--- src/hdl/cdir_pkg.sv ---
// shared constants and types for the crystal direction index reducer
// no dependencies
`default_nettype none

package cdir_pkg;

	localparam int DEF_INDEX_WIDTH = 16;
	localparam int NUM_MAG         = 7;

	typedef enum logic [5:0] {
		S_IDLE  = 6'b000001,
		S_FETCH = 6'b000010,
		S_EUC   = 6'b000100,
		S_DIV   = 6'b001000,
		S_POST  = 6'b010000,
		S_QNEXT = 6'b100000
	} state_t;

endpackage

`default_nettype wire

--- src/hdl/crystal_direction_index_reducer.sv ---
// four-index to three-index crystal direction reducer, gcd reduction of both groups
// depends on cdir_pkg
//
//   channel  | signals                                   | handshake
//   ---------+-------------------------------------------+------------------------------
//   input    | index_u index_v index_t index_w           | taken when start && !busy
//   result   | four_u..four_w dir_u..dir_w flags         | valid one cycle with done
//
// one shared restoring divider (one quotient bit a cycle) does every euclid
// remainder step and up to seven exact divisions, one for each quotient whose
// group divisor is nonzero; done rises in the same cycle that busy falls
// busy stays high for the whole word; the receiver cannot stall, done marks
// the result for one cycle; arst_n clears the sequencer and done
`default_nettype none

module crystal_direction_index_reducer #(
	parameter int INDEX_WIDTH = cdir_pkg::DEF_INDEX_WIDTH
) (
	input  wire                           clk,
	input  wire                           arst_n,
	input  wire                           start,
	output logic                          busy,
	input  wire  signed [INDEX_WIDTH-1:0] index_u,
	input  wire  signed [INDEX_WIDTH-1:0] index_v,
	input  wire  signed [INDEX_WIDTH-1:0] index_t,
	input  wire  signed [INDEX_WIDTH-1:0] index_w,
	output logic                          done,
	output logic signed [INDEX_WIDTH-1:0] four_u,
	output logic signed [INDEX_WIDTH-1:0] four_v,
	output logic signed [INDEX_WIDTH-1:0] four_t,
	output logic signed [INDEX_WIDTH-1:0] four_w,
	output logic signed [INDEX_WIDTH:0]   dir_u,
	output logic signed [INDEX_WIDTH:0]   dir_v,
	output logic signed [INDEX_WIDTH-1:0] dir_w,
	output logic                          reducible,
	output logic                          four_zero_error,
	output logic                          dir_zero_error
);

	localparam int W  = INDEX_WIDTH;
	localparam int CW = $clog2(W);
	localparam int NM = cdir_pkg::NUM_MAG;

	cdir_pkg::state_t state_q;

	logic [W-1:0]    mag_q [0:NM-1];
	logic [NM-1:0]   neg_q;
	logic [2:0]      k_q;
	logic [W-1:0]    a_q, b_q, g4_q, g3_q;
	logic [W-1:0]    rem_q, quo_q;
	logic [CW-1:0]   cnt_q;
	logic            quot_mode_q;
	logic            done_q;

	logic [W-1:0]    four_u_q, four_v_q, four_t_q, four_w_q, dir_w_q;
	logic [W:0]      dir_u_q, dir_v_q;

	logic signed [W:0] du, dv;
	logic [W-1:0]    mag_u, mag_v, mag_t, mag_w, mag_du, mag_dv;
	logic [W-1:0]    mag_sel, g_sel;
	logic [W:0]      shifted;
	logic [W+1:0]    diff;
	logic [W-1:0]    q_val;
	logic            neg_sel;
	logic [W-1:0]    res_n;
	logic [W:0]      res_w;

	function automatic logic [W-1:0] mag_n(input logic [W-1:0] x);
		logic [W-1:0] r;
		r = x[W-1] ? (~x + W'(1)) : x;
		return r;
	endfunction

	function automatic logic [W-1:0] mag_w1(input logic [W:0] x);
		logic [W:0] r;
		r = x[W] ? (~x + (W+1)'(1)) : x;
		return r[W-1:0];
	endfunction

	always_comb begin
		du      = {index_u[W-1], index_u} - {index_t[W-1], index_t};
		dv      = {index_v[W-1], index_v} - {index_t[W-1], index_t};
		mag_u   = mag_n(index_u);
		mag_v   = mag_n(index_v);
		mag_t   = mag_n(index_t);
		mag_w   = mag_n(index_w);
		mag_du  = mag_w1(du);
		mag_dv  = mag_w1(dv);
		mag_sel = (k_q < 3'(NM)) ? mag_q[k_q] : '0;
		neg_sel = (k_q < 3'(NM)) ? neg_q[k_q] : 1'b0;
		g_sel   = (k_q < 3'd4) ? g4_q : g3_q;
		shifted = {rem_q, quo_q[W-1]};
		diff    = {1'b0, shifted} - {2'b00, b_q};
		q_val   = (state_q == cdir_pkg::S_POST) ? quo_q : '0;
		res_n   = neg_sel ? (~q_val + W'(1)) : q_val;
		res_w   = neg_sel ? (~{1'b0, q_val} + (W+1)'(1)) : {1'b0, q_val};
	end

	always_ff @(posedge clk or negedge arst_n) begin
		if (!arst_n) begin
			state_q         <= cdir_pkg::S_IDLE;
			done_q          <= 1'b0;
			k_q             <= '0;
			quot_mode_q     <= 1'b0;
			cnt_q           <= '0;
			for (int i = 0; i < NM; i++)
				mag_q[i] <= '0;
			neg_q           <= '0;
			a_q             <= '0;
			b_q             <= '0;
			g4_q            <= '0;
			g3_q            <= '0;
			rem_q           <= '0;
			quo_q           <= '0;
			four_zero_error <= 1'b0;
			reducible       <= 1'b0;
			dir_zero_error  <= 1'b0;
		end else begin
			done_q <= 1'b0;
			case (state_q)
				cdir_pkg::S_IDLE: begin
					if (start) begin
						mag_q[0]    <= mag_u;
						mag_q[1]    <= mag_v;
						mag_q[2]    <= mag_t;
						mag_q[3]    <= mag_w;
						mag_q[4]    <= mag_du;
						mag_q[5]    <= mag_dv;
						mag_q[6]    <= mag_w;
						neg_q       <= {index_w[W-1], dv[W], du[W], index_w[W-1],
							index_t[W-1], index_v[W-1], index_u[W-1]};
						a_q         <= mag_u;
						k_q         <= 3'd1;
						quot_mode_q <= 1'b0;
						state_q     <= cdir_pkg::S_FETCH;
					end
				end
				cdir_pkg::S_FETCH: begin
					b_q     <= mag_sel;
					state_q <= cdir_pkg::S_EUC;
				end
				cdir_pkg::S_EUC: begin
					if (b_q != '0) begin
						rem_q   <= '0;
						quo_q   <= a_q;
						cnt_q   <= '0;
						state_q <= cdir_pkg::S_DIV;
					end else if (k_q == 3'd3) begin
						g4_q    <= a_q;
						a_q     <= mag_q[4];
						k_q     <= 3'd5;
						state_q <= cdir_pkg::S_FETCH;
					end else if (k_q == 3'd6) begin
						g3_q        <= a_q;
						k_q         <= '0;
						quot_mode_q <= 1'b1;
						state_q     <= cdir_pkg::S_QNEXT;
					end else begin
						k_q     <= k_q + 3'd1;
						state_q <= cdir_pkg::S_FETCH;
					end
				end
				cdir_pkg::S_DIV: begin
					// restoring step: shift in next dividend bit, subtract divisor
					if (!diff[W+1]) begin
						rem_q <= diff[W-1:0];
						quo_q <= {quo_q[W-2:0], 1'b1};
					end else begin
						rem_q <= shifted[W-1:0];
						quo_q <= {quo_q[W-2:0], 1'b0};
					end
					cnt_q <= cnt_q + CW'(1);
					if (cnt_q == CW'(W-1))
						state_q <= cdir_pkg::S_POST;
				end
				cdir_pkg::S_POST: begin
					if (quot_mode_q) begin
						k_q     <= k_q + 3'd1;
						state_q <= cdir_pkg::S_QNEXT;
					end else begin
						a_q     <= b_q;
						b_q     <= rem_q;
						state_q <= cdir_pkg::S_EUC;
					end
				end
				cdir_pkg::S_QNEXT: begin
					if (k_q == 3'd7) begin
						four_zero_error <= (g4_q == '0);
						reducible       <= (g4_q > W'(1));
						dir_zero_error  <= (g3_q == '0);
						done_q          <= 1'b1;
						state_q         <= cdir_pkg::S_IDLE;
					end else if (g_sel == '0) begin
						k_q <= k_q + 3'd1;
					end else begin
						b_q     <= g_sel;
						quo_q   <= mag_sel;
						rem_q   <= '0;
						cnt_q   <= '0;
						state_q <= cdir_pkg::S_DIV;
					end
				end
				default: begin
					state_q <= cdir_pkg::S_IDLE;
				end
			endcase
		end
	end

	// result write, zero when the group divisor is zero
	always_ff @(posedge clk) begin
		if ((state_q == cdir_pkg::S_POST && quot_mode_q) ||
			(state_q == cdir_pkg::S_QNEXT && k_q != 3'd7 && g_sel == '0)) begin
			case (k_q)
				3'd0:    four_u_q <= res_n;
				3'd1:    four_v_q <= res_n;
				3'd2:    four_t_q <= res_n;
				3'd3:    four_w_q <= res_n;
				3'd4:    dir_u_q  <= res_w;
				3'd5:    dir_v_q  <= res_w;
				3'd6:    dir_w_q  <= res_n;
				default: dir_w_q  <= dir_w_q;
			endcase
		end
	end

	assign busy   = (state_q != cdir_pkg::S_IDLE);
	assign done   = done_q;
	assign four_u = four_u_q;
	assign four_v = four_v_q;
	assign four_t = four_t_q;
	assign four_w = four_w_q;
	assign dir_u  = dir_u_q;
	assign dir_v  = dir_v_q;
	assign dir_w  = dir_w_q;

endmodule

`default_nettype wire

--- config.mk ---
export PLATFORM = sky130hd
export DESIGN_NAME = crystal_direction_index_reducer
export DESIGN_NICKNAME = d
export VERILOG_FILES = /design/src/hdl/cdir_pkg.sv /design/src/hdl/crystal_direction_index_reducer.sv
export SDC_FILE = /design/constraint.sdc
export NUM_CORES = 1
export LEC_CHECK = 0
export BUFFER_PORTS_ARGS = -buffer_cell sky130_fd_sc_hd__buf_2
export CORE_ASPECT_RATIO = 0.9
export CORE_UTILIZATION = 40
export DETAILED_ROUTE_END_ITERATION = 8
export PLACE_DENSITY = 0.68
export SETUP_SLACK_MARGIN = 0.15
export SYNTH_ARGS = -nofsm -noshare
export SYNTH_HDL_FRONTEND = slang
export SYNTH_SLANG_ARGS = --single-unit
--- constraint.sdc ---
create_clock -name clk -period 5.51 [get_ports clk]
set_input_delay 1.653 -clock clk [delete_from_list [all_inputs] [get_ports clk]]
set_output_delay 1.653 -clock clk [all_outputs]
set_load 0.005 [all_outputs]
; After elaboration in Yosys (flattened, before gate mapping)
; Cells that the tools add are included.
[totals]
register_bits = 331
latch_bits = 0
ramBits = 0
romBits = 0
inputBits = 67
output_inout_bits = 119
word_cells = 181
mem_count = 0
[classes]
n_addsub = 13
mul = 0
div = 0
order_cmp = 5
n_eq_ne = 29
shift = 0
n_mux = 64
bitwise_logic = 11
n_reduce_logical = 31
[op_table]
columns = cell, count
row1 = $mux 16, 26
row2 = $pmux 16 s3, 4
row3 = $add 16x1->16 const B, 7
row4 = $not 16->16, 7
row5 = $bmux 16 s3, 1
row6 = $logic_not 16->1, 3
row7 = $mux 6, 8
row8 = $pmux 6 s6, 1
row9 = $sub 16x16->17, 2
row10 = $ne 2x2->1 const B, 11
row11 = $mux 3, 7
row12 = $reduce_and 2->1, 9
row13 = $sub 17x16->18, 1
row14 = $add 17x1->17 const B, 1
row15 = $mux 17, 1
row16 = $not 16->17, 1
row17 = $gt 16x1->1 const B, 1
row18 = $reduce_bool 16->1, 1
row19 = $eq 3x3->1 const B, 4
row20 = $mux 4, 3
row21 = $pmux 3 s4, 1
row22 = $pmux 4 s3, 1
row23 = $reduce_and 4->1, 3
row24 = $reduce_and 5->1, 2
row25 = 30 further kinds, 47

; Longest topological paths before layout
[depth]
ltp_word = 8
mapped_depth = 13
depth_no_buf = 12

; Worst setup path after synthesis
; No wires, ideal clock.
[synth_path]
path_kind = input to register
start = in index_v[0]
end = reg mag_q[31] in the netlist's numbering
setup_time_ps = 66
arrival_time_ps = 4146
required_ps = 5444
setup_slack_ps = 1298
stages = 12
path_buffers = 0
path_cell_list = inv_1 ha_1 fa_1 nand2b_1 a21oi_2 o2111ai_4 a21o_1 a311oi_1 nand4_1 nor4_1 mux2_2 nand2_1
[synth_via]
elab_chain_len = 4
[synth_lines]
columns = element, line
row1 = start: declaration, crystal_direction_index_reducer.sv:24  ; input wire signed [INDEX_WIDTH-1:0] index_v,
row2 = $sub 16x16->17 (*), crystal_direction_index_reducer.sv:82  ; dv = {index_v[W-1], index_v} - {index_t[W-1], index_t};
row3 = $not 16->16, crystal_direction_index_reducer.sv:76  ; r = x[W] ? (~x + (W+1)'(1)) : x;
row4 = $add 16x1->16, crystal_direction_index_reducer.sv:76
row5 = $mux 16 (*), crystal_direction_index_reducer.sv:76
row6 = end: declaration, crystal_direction_index_reducer.sv:46  ; logic [W-1:0] mag_q [0:NM-1];
; Every way passes the cells marked *; elsewhere a longest branch is shown, timed or not.
; A chain may end at the register's enable or synchronous reset.

; Worst setup path in the final report
; Same ends and word-level chain as after synthesis.

==> impl_metrics.ini <==
[routing]
routed_wl_um = 54150
routedWlPerCell_um = 20.67
first_pass_iters = 5
drt_iter0_drc = 1528
viasPerCell = 5.699
drtAntennaViolNets = 0
dr_total_vias = 14930
drc = 0

[clocking]
clock_latency_ns = 0.54
cts_setup_buffers = 0
clock-sinks = 330
htreeDepth = 2
clkSlewWorstSetupHoldPaths_ns = 0.06
cts-root-buf = clkbuf_16
hold_buffers = 0
cts_made_buffers = 36
cts_tree = built
ctsResizeCount = 0
clk_path_buf_depth = 3

[worst_setup_path]
slowest_delay_ns = 0.47
r2r-start = state_q[5]
crit_chain = buf_2 > inv_1 > ha_1 > fa_1 > nand2b_1 > a21oi_2 > o2111ai_4 > a21o_1 > a311oi_1 > nand4_1 > nor4_1 > mux2_2 > nand2_1
critPathKind = input pin to flip-flop
crit_arrival_ns = 4.61
reg2reg_depth = 7
required_ns = 5.98
cp-end-kind = flip-flop
crit_cells = 13
worstPathMaxFanout = 7
cp_top_family = compound AO/OA/AOI/OAI gates
critPathLaunch = index_v[0]
slowest_stage = a311oi_1
startpoint_type = input pin
path_buf_inv = 2

[logic_synthesis]
synth_top_area_share = 0.2937
ys_warn_count = 0
synthXorXnorAreaFrac = 0.05682
yosys.area.top_type = dfrtp_1
synthTopCellsByArea = dfrtp_1 29%, edfxtp_1 19%, o21ai_0 5.7%
synth_cell_types = 83
synth.cell_area_mm2 = 0.01832
synth_nets = 1955
yosys.area_share.simple = 0.1399
synth_compound_area_frac = 0.1734
synth_edf_count = 114
synthMuxAreaShare = 0.07137
yosysSeqAreaShare = 0.4819
synthFlopType = dfrtp_1
yosys.area_share.adder = 0.04562
async_flop_share = 0.6545
syn_avg_cell_area_um2 = 10.05
synthCells = 1823
synth_top_family_by_area = compound AO/OA/AOI/OAI gates
synth_seq_cells = 330

[sta]
finalHoldViolCount = 0
fin_crit_sh = 0.7513
clock-skew-final_ns = 0.01788
tns_ns = 0
slew-limit-headroom = 0.09216
post-route-min-period_ns = 4.140
setup_viol = 0
slew_viol_final = 0
worst_slew_pin_slew_ns = 1.357
rsz0062_at_grt = false
max_freq_mhz = 241.6

[worst_hold_path]
holdCritPathClass = flip-flop to flip-flop
min-delay-start = mag_q[99]
hold_path_depth = 2

[grt]
grt_pass1_vias = 14010
antenna_found_initial = 0
grt_max_degree = 98
grt_pass1_wl_um = 82420
grt-ovfl-total = 0
grt_use_total = 0.2313

[placement]
place_congestion = 0.9182
place.port_buffers = 185
placed_area_mm2 = 0.01991
hpwl_um = 40720

[floorplanning]
die_area_mm2 = 0.04666
num_io_pins = 186
row_count = 74
die_h_um = 205.0
chipWidth_um = 227.6
coreArea_mm2 = 0.04528
start_util = 0.4047

[layout]
n_antenna_cell = 0
fin_nets = 2117
nFillCells = 4205
regArea_mm2 = 0.008831
most-common-layout-cells = 252 x nand2_1, 214 x dfrtp_1, 209 x o21ai_0
syn_to_final_growth_pct = 15.13
final_common_cell = nand2_1
drive_gt1_frac = 0.1839
multi_input_area_mm2 = 0.008965
final_area_mm2 = 0.02109

[job]
maxCapViolCount = 0

[status]
status = finished clean

[power]
ir_worst_vdd_mv = 0.1929
p_per_area_mw_per_mm2 = 449.9
leakagePower_nw = 9.057
==> where the power goes <==
group / internal, mW / leakage, nW / switching [mW]
clock: 1.43 / 0.588 / 0.998
combinational: 1.29 / 4.59 / 1.96
sequential: 3.10 / 3.88 / 0.716
==> metal layers <==
layer / global-route usage / wire, um
met1: 0.3280 / 23710
met2: 0.3571 / 24470
met3: 0.03787 / 4166
met4: 0.07910 / 1803
met5: 0 / 0
==> state kept, by name (all words and copies together) (netlist names), 6 cells and up <==
register and cells:
g4_q 16, mag_q 96, b_q 16, four_t 16, four_u 16, dir_v 17, neg_q 6, state_q 6
a_q 16, g3_q 16, four_v 16, rem_q 16, dir_w 16, quo_q 16, dir_u 17, four_w 16
==> kinds of logic after synthesis <==
kind of cell	Yosys count
mux	103
fa+ha+maj	65
xor+xnor	118
flops	330
buf+inv	147
compound gates	494
simple gates	566
==> stage by stage <==
stage	total power [mW]	hold slack, ns	std cells	utilization	worst slack [ns]
after floorplan	5.891	0.4411	1823	-	1.298
after global placement	6.918	0.4578	2555	0.4396	0.8653
after detailed placement	7.017	0.4679	2555	0.4396	0.8779
after CTS	9.452	0.4814	2620	0.4659	1.381
after global routing	10.03	0.5149	2620	0.4659	1.114
final	9.490	0.4808	2620	0.4659	1.370
==> final cells by class <==
class,instances,area share
clock buffers,48,0.04722
clock inverters,17,0.009076
inverters,62,0.01103
multi-input cells,1346,0.4250
flip-flops and latches,330,0.4187
well taps,608,0.03607
repair buffers,209,0.05291
==> final timing paths <==
path / endpoint / slack [ns]
worst min register to register: mag_q[99] / 0.48
worst max-delay path: mag_q[31] / 1.37
worst min-delay path: mag_q[99] / 0.48
max in group asynchronous: mag_q[91] / 3.31
min in group asynchronous: b_q[3] / 1.15
worst max register to register: dir_u[10] / 1.81
==> tightest hold or removal path, cell delays in order, from the launching register on <==
cell	delay, ns
dfrtp_1	0.34
nand2_1	0.05
o21ai_0	0.06
==> Yosys cell counts, drive strengths merged (5+ instances only) <==
master / instances
o2111ai: 7
a21o: 18
or2: 6
a21boi: 6
clkbuf: 65
xnor2: 54
a22oi: 6
mux4: 17
o31a: 5
a22o: 5
nor4: 23
o221ai: 16
inv: 61
nor2b: 11
or3: 14
a21oi: 89
xor2: 64
o41ai: 8
o21ai: 218
nand2b: 13
o21a: 9
nor3: 19
a31oi: 8
or4: 8
o31ai: 18
ha: 62
a221oi: 27
nand3b: 6
and2: 10
and3: 9
buf: 20
nand4: 9
a221o: 17
nand4b: 5
dfrtp: 215
edfxtp: 114
nand3: 26
nor2: 145
nand2: 253
mux2i: 35
mux2: 51
No activity file was read; power rests on OpenSTA's default activity.
